$ cat src/design/scpc_pkg.sv
// Package with the constants and stage types of the skin colour pixel classifier.
`default_nettype none

package scpc_pkg;

  // Widths of the pixel fields and of the configuration port.
  localparam int COLOUR_W    = 8;
  localparam int HUE_W       = 16;
  localparam int CFG_INDEX_W = 4;
  localparam int CFG_DATA_W  = 16;

  // Register indexes on the configuration port.
  localparam logic [CFG_INDEX_W-1:0] REG_HUE_LOW  = 4'd0;
  localparam logic [CFG_INDEX_W-1:0] REG_HUE_HIGH = 4'd1;

  // Whole parts of the hue limits after reset, before scaling to fixed point.
  localparam logic [31:0] HUE_LOW_WHOLE  = 32'd25;
  localparam logic [31:0] HUE_HIGH_WHOLE = 32'd230;

  // Chroma bounds are compared in integers scaled by 10000. Every term is
  // non-negative once the negative slopes are moved to the Cr side, and the
  // largest sum stays below 2**25.
  localparam int CHROMA_W = 25;
  localparam logic [CHROMA_W-1:0] K_CR    = 25'd10000;
  localparam logic [CHROMA_W-1:0] K_UP1   = 25'd15862;
  localparam logic [CHROMA_W-1:0] C_UP1   = 25'd200000;
  localparam logic [CHROMA_W-1:0] K_LO2   = 25'd3448;
  localparam logic [CHROMA_W-1:0] C_LO2   = 25'd762069;
  localparam logic [CHROMA_W-1:0] K_LO3   = 25'd45652;
  localparam logic [CHROMA_W-1:0] C_LO3   = 25'd2345652;
  localparam logic [CHROMA_W-1:0] K_UP4   = 25'd11500;
  localparam logic [CHROMA_W-1:0] C_UP4   = 25'd3017500;
  localparam logic [CHROMA_W-1:0] K_UP5   = 25'd22857;
  localparam logic [CHROMA_W-1:0] C_UP5   = 25'd4328500;

  // RGB rule thresholds.
  localparam logic [COLOUR_W-1:0] DAY_RED_MIN     = 8'd95;
  localparam logic [COLOUR_W-1:0] DAY_GREEN_MIN   = 8'd40;
  localparam logic [COLOUR_W-1:0] DAY_BLUE_MIN    = 8'd20;
  localparam logic [COLOUR_W-1:0] SPREAD_MIN      = 8'd15;
  localparam logic [COLOUR_W-1:0] FLASH_RED_MIN   = 8'd220;
  localparam logic [COLOUR_W-1:0] FLASH_GREEN_MIN = 8'd210;
  localparam logic [COLOUR_W-1:0] FLASH_BLUE_MIN  = 8'd170;

  // First stage: elementary RGB comparisons, the hue decision and the
  // chroma products.
  typedef struct packed {
    logic                r_gt_day;
    logic                g_gt_day;
    logic                b_gt_day;
    logic                r_gt_flash;
    logic                g_gt_flash;
    logic                b_gt_flash;
    logic                r_gt_g;
    logic                r_gt_b;
    logic                g_gt_b;
    logic                drg_gt_spread;
    logic                span_gt_spread;
    logic                hue_hit;
    logic [CHROMA_W-1:0] cr_term;
    logic [CHROMA_W-1:0] up1_prod;
    logic [CHROMA_W-1:0] lo2_prod;
    logic [CHROMA_W-1:0] lo3_prod;
    logic [CHROMA_W-1:0] up4_prod;
    logic [CHROMA_W-1:0] up5_prod;
  } s1_t;

  // Second stage: one bit for each rule.
  typedef struct packed {
    logic rgb_hit;
    logic chroma_hit;
    logic hue_hit;
  } s2_t;

endpackage

`default_nettype wire

$ cat src/design/skin_color_pixel_classifier_top.sv
// Top level of the skin colour pixel classifier: a three-stage pipeline.
// Usage
//   The input channel carries one pixel per item: R, G, B, Cr, Cb and a hue
//   in unsigned fixed point with HUE_FRAC_BITS fraction bits. The result
//   channel carries one item per pixel: is_skin and the bit of each of the
//   three rules (RGB, chroma, hue). Both channels use valid and stall; an
//   item moves on a rising edge with valid high and stall low. The
//   configuration port writes the low and high hue limits; use it only
//   while the pipeline is empty (not enforced). Unknown indexes are ignored.
// Pipeline and throughput
//   A pixel accepted into stage one passes through stage two to the output
//   register, where it is offered as a result. One pixel is accepted in
//   every cycle while the result channel does not stall. The three stages
//   are: constant products and elementary compares, the five chroma sums and
//   the two RGB branches, and the output register with the final AND.
// Reset
//   A synchronous low rst_n empties the pipeline and loads the hue limits
//   with 25.0 and 230.0 scaled by HUE_FRAC_BITS, saturated at 16 bits.
// Stall
//   When the receiver stalls, the result holds and each stage keeps its item;
//   empty stages behind it still fill, so up to three items are held before
//   in_stall rises. No item is lost or repeated.
`default_nettype none

module skin_color_pixel_classifier_top #(
  parameter int HUE_FRAC_BITS = 8
) (
  input  wire                                   clk,
  input  wire                                   rst_n,
  // Configuration port.
  input  wire                                   cfg_wr_en,
  input  wire  [scpc_pkg::CFG_INDEX_W-1:0]      cfg_index,
  input  wire  [scpc_pkg::CFG_DATA_W-1:0]       cfg_wdata,
  // Pixel input channel.
  input  wire                                   in_valid,
  output logic                                  in_stall,
  input  wire  [scpc_pkg::COLOUR_W-1:0]         in_red,
  input  wire  [scpc_pkg::COLOUR_W-1:0]         in_green,
  input  wire  [scpc_pkg::COLOUR_W-1:0]         in_blue,
  input  wire  [scpc_pkg::COLOUR_W-1:0]         in_chroma_red,
  input  wire  [scpc_pkg::COLOUR_W-1:0]         in_chroma_blue,
  input  wire  [scpc_pkg::HUE_W-1:0]            in_hue_value,
  // Result channel.
  output logic                                  out_valid,
  input  wire                                   out_stall,
  output logic                                  out_is_skin,
  output logic                                  out_rgb_rule_hit,
  output logic                                  out_chroma_rule_hit,
  output logic                                  out_hue_rule_hit
);

  import scpc_pkg::*;

  // Reset values of the hue limits, saturated when the scaling overflows.
  localparam logic [31:0] HueLowWide  = HUE_LOW_WHOLE << HUE_FRAC_BITS;
  localparam logic [31:0] HueHighWide = HUE_HIGH_WHOLE << HUE_FRAC_BITS;
  localparam logic [HUE_W-1:0] HueLowReset =
    (HueLowWide > 32'h0000_FFFF) ? 16'hFFFF : HueLowWide[HUE_W-1:0];
  localparam logic [HUE_W-1:0] HueHighReset =
    (HueHighWide > 32'h0000_FFFF) ? 16'hFFFF : HueHighWide[HUE_W-1:0];

  // Configuration registers.
  logic [HUE_W-1:0] hue_low_r;
  logic [HUE_W-1:0] hue_high_r;

  always_ff @(posedge clk) begin
    if (!rst_n) begin
      hue_low_r  <= HueLowReset;
      hue_high_r <= HueHighReset;
    end else if (cfg_wr_en) begin
      case (cfg_index)
        REG_HUE_LOW:  hue_low_r  <= cfg_wdata[HUE_W-1:0];
        REG_HUE_HIGH: hue_high_r <= cfg_wdata[HUE_W-1:0];
        default: begin
        end
      endcase
    end
  end

  // Pipeline flow control. A stage takes a new item when it is empty or
  // when the stage after it takes its present one.
  logic s1_valid_r;
  logic s2_valid_r;
  logic out_valid_r;
  logic out_ready;
  logic s2_ready;
  logic s1_ready;

  assign out_ready = !out_valid_r || !out_stall;
  assign s2_ready  = !s2_valid_r || out_ready;
  assign s1_ready  = !s1_valid_r || s2_ready;
  assign in_stall  = !s1_ready;
  assign out_valid = out_valid_r;

  // Stage one: elementary comparisons and the constant products.
  s1_t              s1_nxt;
  s1_t              s1_r;
  logic [COLOUR_W-1:0] max_rgb;
  logic [COLOUR_W-1:0] min_rgb;
  logic [COLOUR_W-1:0] diff_rg;

  always_comb begin
    max_rgb = (in_red > in_green) ? in_red : in_green;
    min_rgb = (in_red < in_green) ? in_red : in_green;
    diff_rg = (in_red > in_green) ? (in_red - in_green) : (in_green - in_red);
    if (in_blue > max_rgb) begin
      max_rgb = in_blue;
    end
    if (in_blue < min_rgb) begin
      min_rgb = in_blue;
    end
    s1_nxt.r_gt_day       = in_red > DAY_RED_MIN;
    s1_nxt.g_gt_day       = in_green > DAY_GREEN_MIN;
    s1_nxt.b_gt_day       = in_blue > DAY_BLUE_MIN;
    s1_nxt.r_gt_flash     = in_red > FLASH_RED_MIN;
    s1_nxt.g_gt_flash     = in_green > FLASH_GREEN_MIN;
    s1_nxt.b_gt_flash     = in_blue > FLASH_BLUE_MIN;
    s1_nxt.r_gt_g         = in_red > in_green;
    s1_nxt.r_gt_b         = in_red > in_blue;
    s1_nxt.g_gt_b         = in_green > in_blue;
    s1_nxt.drg_gt_spread  = diff_rg > SPREAD_MIN;
    s1_nxt.span_gt_spread = (max_rgb - min_rgb) > SPREAD_MIN;
    s1_nxt.hue_hit        = (in_hue_value < hue_low_r) || (in_hue_value > hue_high_r);
    s1_nxt.cr_term        = CHROMA_W'(in_chroma_red) * K_CR;
    s1_nxt.up1_prod       = CHROMA_W'(in_chroma_blue) * K_UP1;
    s1_nxt.lo2_prod       = CHROMA_W'(in_chroma_blue) * K_LO2;
    s1_nxt.lo3_prod       = CHROMA_W'(in_chroma_blue) * K_LO3;
    s1_nxt.up4_prod       = CHROMA_W'(in_chroma_blue) * K_UP4;
    s1_nxt.up5_prod       = CHROMA_W'(in_chroma_blue) * K_UP5;
  end

  always_ff @(posedge clk) begin
    if (!rst_n) begin
      s1_valid_r <= 1'b0;
    end else if (s1_ready) begin
      s1_valid_r <= in_valid;
    end
  end

  always_ff @(posedge clk) begin
    if (s1_ready && in_valid) begin
      s1_r <= s1_nxt;
    end
  end

  // Stage two: the five chroma bounds and the two RGB branches. The
  // negative slopes are added to the Cr side so that every term stays
  // unsigned.
  s2_t  s2_nxt;
  s2_t  s2_r;
  logic day_branch;
  logic flash_branch;

  always_comb begin
    day_branch = s1_r.r_gt_day && s1_r.g_gt_day && s1_r.b_gt_day &&
                 s1_r.span_gt_spread && s1_r.drg_gt_spread &&
                 s1_r.r_gt_g && s1_r.r_gt_b;
    flash_branch = s1_r.r_gt_flash && s1_r.g_gt_flash && s1_r.b_gt_flash &&
                   !s1_r.drg_gt_spread && s1_r.r_gt_b && s1_r.g_gt_b;
    s2_nxt.rgb_hit    = day_branch || flash_branch;
    s2_nxt.chroma_hit = (s1_r.cr_term <= s1_r.up1_prod + C_UP1) &&
                        (s1_r.cr_term >= s1_r.lo2_prod + C_LO2) &&
                        (s1_r.cr_term + s1_r.lo3_prod >= C_LO3) &&
                        (s1_r.cr_term + s1_r.up4_prod <= C_UP4) &&
                        (s1_r.cr_term + s1_r.up5_prod <= C_UP5);
    s2_nxt.hue_hit    = s1_r.hue_hit;
  end

  always_ff @(posedge clk) begin
    if (!rst_n) begin
      s2_valid_r <= 1'b0;
    end else if (s2_ready) begin
      s2_valid_r <= s1_valid_r;
    end
  end

  always_ff @(posedge clk) begin
    if (s2_ready && s1_valid_r) begin
      s2_r <= s2_nxt;
    end
  end

  // Stage three: the output register.
  logic out_is_skin_r;
  logic out_rgb_r;
  logic out_chroma_r;
  logic out_hue_r;

  always_ff @(posedge clk) begin
    if (!rst_n) begin
      out_valid_r <= 1'b0;
    end else if (out_ready) begin
      out_valid_r <= s2_valid_r;
    end
  end

  always_ff @(posedge clk) begin
    if (out_ready && s2_valid_r) begin
      out_is_skin_r <= s2_r.rgb_hit && s2_r.chroma_hit && s2_r.hue_hit;
      out_rgb_r     <= s2_r.rgb_hit;
      out_chroma_r  <= s2_r.chroma_hit;
      out_hue_r     <= s2_r.hue_hit;
    end
  end

  assign out_is_skin         = out_is_skin_r;
  assign out_rgb_rule_hit    = out_rgb_r;
  assign out_chroma_rule_hit = out_chroma_r;
  assign out_hue_rule_hit    = out_hue_r;

`ifndef NO_ASSERTIONS
  // The combined bit always agrees with the three rule bits.
  assert property (@(posedge clk) disable iff (!rst_n)
    out_valid_r |-> (out_is_skin_r == (out_rgb_r && out_chroma_r && out_hue_r)))
    else $error("is_skin does not match the rule bits");

  // Input is held back only while stage one holds an item.
  assert property (@(posedge clk) disable iff (!rst_n)
    in_stall |-> s1_valid_r)
    else $error("input stalled with stage one empty");

  // An item held in stage two is not dropped.
  assert property (@(posedge clk) disable iff (!rst_n)
    (s2_valid_r && !s2_ready) |=> s2_valid_r)
    else $error("stage two lost a held item");

  // An item leaving stage one arrives in stage two.
  assert property (@(posedge clk) disable iff (!rst_n)
    (s1_valid_r && s2_ready) |=> s2_valid_r)
    else $error("item lost between stage one and stage two");
`endif

endmodule

`default_nettype wire
$ cat config.mk
export PLATFORM = sky130hd
export DESIGN_NAME = skin_color_pixel_classifier_top
export DESIGN_NICKNAME = d
export VERILOG_FILES = /design/src/design/scpc_pkg.sv /design/src/design/skin_color_pixel_classifier_top.sv
export SDC_FILE = /design/constraint.sdc
export NUM_CORES = 1
export LEC_CHECK = 0
export BUFFER_PORTS_ARGS = -buffer_cell sky130_fd_sc_hd__buf_2
export CORE_ASPECT_RATIO = 1.5
export CORE_UTILIZATION = 58
export DETAILED_ROUTE_END_ITERATION = 16
export PLACE_DENSITY = 0.89
export REMOVE_ABC_BUFFERS = 1
export SLEW_MARGIN = 10
export SYNTH_ARGS = -nofsm -noshare
export SYNTH_HDL_FRONTEND = slang
export SYNTH_SLANG_ARGS = --single-unit
$ cat constraint.sdc
create_clock -name clk -period 7.8 [get_ports clk]
set_input_delay 1.17 -clock clk [delete_from_list [all_inputs] [get_ports clk]]
set_output_delay 1.17 -clock clk [all_outputs]
set_load 0.005 [all_outputs]
[Word-level counts from Yosys, hierarchy flattened]
Cells that the tools add are included.
Storage, ports and cells
  bits in registers: 175
  input bits: 81
  logic and storage cells: 105
Operators by class
  add/subtract/negate cells: 8
  multipliers: 6
  $lt $le $gt $ge: 21
  equality and inequality tests: 1
  mux-type cells: 5
  reduce and logical (&&, ||, !) cells: 34
Operators by type and width (count)
  two-way mux 8 bit: 5
  greater-than comparator 8 bit: 4
  adder 22 x 24 -> 25 bit: 1
  greater-or-equal comparator 25 x 22 -> 1 bit, second input constant: 1
  adder 22 x 23 -> 24 bit: 1
  greater-than comparator 8 bit, second input constant: 3
  less-or-equal comparator 24 x 23 -> 1 bit, second input constant: 1
  subtractor 8 bit: 3
  adder 22 x 18 -> 23 bit, second input constant: 1
  adder 22 x 22 -> 23 bit: 1
  less-or-equal comparator 22 x 23 -> 1 bit: 1
  less-or-equal comparator 23 x 22 -> 1 bit, second input constant: 1
  multiplier 8 x 15 -> 23 bit, second input constant: 1
  greater-or-equal comparator 22 x 21 -> 1 bit: 1
  multiplier 8 x 14 -> 22 bit, second input constant: 1
  adder 20 x 20 -> 21 bit, second input constant: 1
  multiplier 8 x 13 -> 21 bit, second input constant: 1
  logical AND 1 bit: 20
  multiplier 8 x 12 -> 20 bit, second input constant: 1
  multiplier 8 x 10 -> 18 bit, second input constant: 1
  multiplier 8 x 9 -> 17 bit, second input constant: 1
  greater-than comparator 16 bit: 1
  greater-than comparator 8 x 4 -> 1 bit, second input constant: 2
  < comparator 16 bit: 1
  other kinds (9): 20

[Logic depth before layout (Yosys ltp)]
  depth in word-level cells: 7
  depth in mapped cells: 30
  gate-level depth less buffers: 29

[Least setup slack after synthesis]
OpenSTA, ideal clock, no wires.
  path type: input-to-reg
  from: input port out_stall
  to: register s1_r[0] (netlist bit) (enable)
  setup time: 0.619 ns
  arrival: 6.955 ns
  required time: 7.181 ns
  path slack: 0.226 ns
  cell stages on the path: 3
  path buffers: 0
  cell sequence: and3_1 > and2_1 > nor2b_1
Between the ends
  word-level cells in the longest chain between the ends: 5
RTL lines
  start, declared: line skin_color_pixel_classifier_top.sv:45  | input wire out_stall,
  zero test 1 bit: line skin_color_pixel_classifier_top.sv:89  | assign out_ready = !out_valid_r || !out_stall;
  logical OR 1 bit: line skin_color_pixel_classifier_top.sv:89
  logical OR 1 bit: line skin_color_pixel_classifier_top.sv:90  | assign s2_ready = !s2_valid_r || out_ready;
  logical OR 1 bit: line skin_color_pixel_classifier_top.sv:91  | assign s1_ready = !s1_valid_r || s2_ready;
  logical AND 1 bit: line skin_color_pixel_classifier_top.sv:141  | if (s1_ready && in_valid) begin
  end signal, assigned: line skin_color_pixel_classifier_top.sv:142  | s1_r <= s1_nxt;
  end, declared: line skin_color_pixel_classifier_top.sv:97  | s1_t s1_r;
Every way passes these cells.
A chain may end at the register's enable or synchronous reset.

==> out/results.txt <==
antenna-violating nets left = 0
Max stage delay on crit path = 0.79 ns
Worst Slack Setup Final = 0.810 ns
Antenna Cells = 0
Reg power frac = 21.3%
largest net degree at the start of global routing = 83
Combinational Power Share = 67.9%
Setup Fix Bufs, Post-CTS = 0
P_sw = 3.64 mW
first-pass GRT wire length = 85100 um
Tightest Hold Check Type = reg -> reg
Initial DRC Count = 983
Max-cap violations = 0
Final period util = 89.6%
fillers = 2652
post-synthesis mux area share = 1.55%
hold_ws = 0.430 ns
hold_buf cts = 0
WS Path Type = in -> reg
Cell Rows = 83
most frequent cells in the layout = ha_1 (388), inv_1 (316), a21oi_1 (143), nand2_1 (129), edfxtp_1 (129)
commonest non-fill, non-tap cell in the layout = ha_1
Post-Syn Instances = 2163
clk sinks = 164
YS warnings = 0
Multi-input gate area = 0.0145 mm2
TritonCTS clock tree = done
Main synth FF type = edfxtp_1
Slew Viols, Final = 0
combinational family with the most area after synthesis = adder cells
1st-pass router iterations = 5
compound-cell area share of the yosys netlist = 16.3%
CP required = 7.99 ns
Cell Pwr Density = 352 mW/mm2
total negative setup slack = 0 ns
clock share of power = 10.8%
CP Launch Type = primary input
Worst Tran Pin Value = 1.05 ns
I/O pin total = 87
Distinct cells, synth = 76
Die X = 155 um
clock latency on the worst-skew pair = 0.46 ns
Core ar. = 0.0344 mm2
Post-synth EDFFs = 129
Avg Cell Area, Syn = 9.39 um2
vias post-DR = 16.6k
min Tclk post-route = 6.99 ns
vias in the first global route = 17.2k
Clock Skew = 0.0137 ns
Initial Util = 59.1%
cell mode on critical path = a21oi_1
Post-Route WL = 53300 um
FF+latch area = 0.00457 mm2
Final Hold Fails = 0
Top Family by Delay on Critical Path = compound AO/OA/AOI/OAI gates
crit path buf inv count = 4
grt total ovfl = 0
Adder-Cell Fraction of Synth Area = 36.2%
PortBufs = 86
reg-to-reg startpoint = s1_r[32]
clock buffer depth = 2
Die ar. = 0.0358 mm2
Synth Register Bits = 164
Worst EP arrival = 7.18 ns
die height = 231 um
unrepaired setup endpoints after global routing = false
Post-Synth XOR/XNOR Area = 5.56%
Layout Nets = 2847
Root Driver = clkbuf_16
Pleak = 10.4 nW
Final HPWL DP = 43200 um
area delta synth->final = 7.76%
Global Route Usage Sum = 30.9%
maximum vdd drop = 0.000223 V
post-synthesis simple-gate area fraction = 11.6%
mapped cell area = 0.0203 mm2
H-tree depth = 4
via/cell ratio = 6.08
Worst path slowest cell = a21oi_1
DR WL/cell = 19.5 um
fraction of layout cells with a size suffix above 1 = 7.19%
CP endpoint kind = flip-flop
Placer Congestion = 0.988
fmax = 143 MHz
sequential fraction of the synthesis area = 22.5%
CTS clk-pin slew, worst paths = 0.07 ns
CP max FO = 16
internal power = 4.05 mW
Crit. Startpoint = in_red[0]
Net Sw Frac = 47.3%
CTS Buf Count = 17
final setup fails = 0
Slew headroom = 29.9%
initial antenna violation count = 0
Residual DRC = 0
status = finished clean
CTS resizes = 0
Post-synth ARST share = 0%
post-place setup slack = 0.484 ns
worst hold start = s1_r[150]
## stage by stage
stage	std cells	utilization [%]	instance area (um2)	total power, mW
after floorplan	2142	-	20200	5.49
after global placement	2701	62.0	21300	6.46
after detailed placement	2701	62.0	21300	6.70
after CTS	2733	63.7	21900	7.60
after global routing	2733	63.7	21900	8.34
final	2733	63.7	21900	7.69
## flip-flops by register name (all words and copies together), names as in the netlist
signal               cells
s1_valid_r               1
out_valid                1
out_hue_rule_hit         1
s2_valid_r               1
hue_low_r               16
s1_r                   122
out_rgb_rule_hit         1
hue_high_r              16
out_is_skin              1
out_chroma_rule_hit      1
s2_r                     3
## cell usage after synthesis, drive strengths merged (9+ instances only)
master  count  area [um2]
nor2b      33         206
o21ai     108         548
a21o       48         360
nor2      121         454
mux2i      19         190
ha        388        4850
nand4      27         169
mux2       11         124
edfxtp    129        3870
o21a       34         255
o211ai     22         165
nand2     129         484
clkbuf     17        63.8
o31ai       9        67.6
or3        15        93.8
nor3       29         150
inv       316        1190
a21oi     143         716
a211oi     24         203
nand3      37         185
a21boi     35         263
xnor2      91         797
o21bai     13        97.6
fa        125        2500
dfxtp      35         701
nor4       10        68.8
a31oi      16         106
nand2b     14        87.6
and2       14        87.6
xor2       38         333
and3       17         106
or2         9        56.3
## routing by layer
metal	up-vias	share of wire, %	GRT usage, %
met5	-	0	0
met2	649	51	56.0
met3	261	4.9	4.77
met4	0	9.9	28.2
met1	7869	35	30.0
li1	7829	-	-
## power by group through the flow
stage	clock (mW)	sequential [mW]	combinational (mW)
4_1_cts	0.841	1.62	5.14
3_5_place_dp	0	1.63	5.07
5_1_grt	0.876	1.66	5.81
6_report	0.834	1.64	5.22
3_3_place_gp	0	1.63	4.83
2_1_floorplan	0	1.51	3.97
## worst paths after layout
kind | end | slack (ns) | depth (start not counted)
hold reg to reg | s2_r[0] | 0.43 | 0
setup reg to reg | s2_r[1] | 3.11 | 16
hold / removal | s2_r[0] | 0.43 | 0
setup / recovery | s1_r[151] | 0.81 | 28
## area by class of cell
class / count / share of cell area [%]
tap: 467 / 2.67
clock inverter: 15 / 0.732
inverter: 316 / 5.42
clock buffer: 17 / 1.94
multi-input combinational: 1662 / 66.2
sequential: 164 / 20.9
timing repair buffer: 92 / 2.17
## worst reg2reg max path, cell delays in order, from the launching register on
cell and delay [ns]:
edfxtp_1 0.52, ha_1 0.29, o21ai_0 0.28, nand2_1 0.18, a311oi_1 0.52, nor2_1 0.12
xnor2_1 0.21, ha_1 0.28, a21o_1 0.20, a211oi_1 0.26, a41oi_1 0.08, o21a_1 0.18
a221o_1 0.32, a311oi_1 0.59, o211a_1 0.25, o21ai_0 0.10, nor3_2 0.16
## logic make-up (layout without fill, tap and decap cells)
family / Yosys count / in the layout
flops: 164 / 164
simple gates: 479 / 479
compound gates: 511 / 511
xor+xnor: 129 / 129
mux: 30 / 30
buf+inv: 337 / 440
fa+ha+maj: 513 / 513
(Power assumes the default switching activity.)
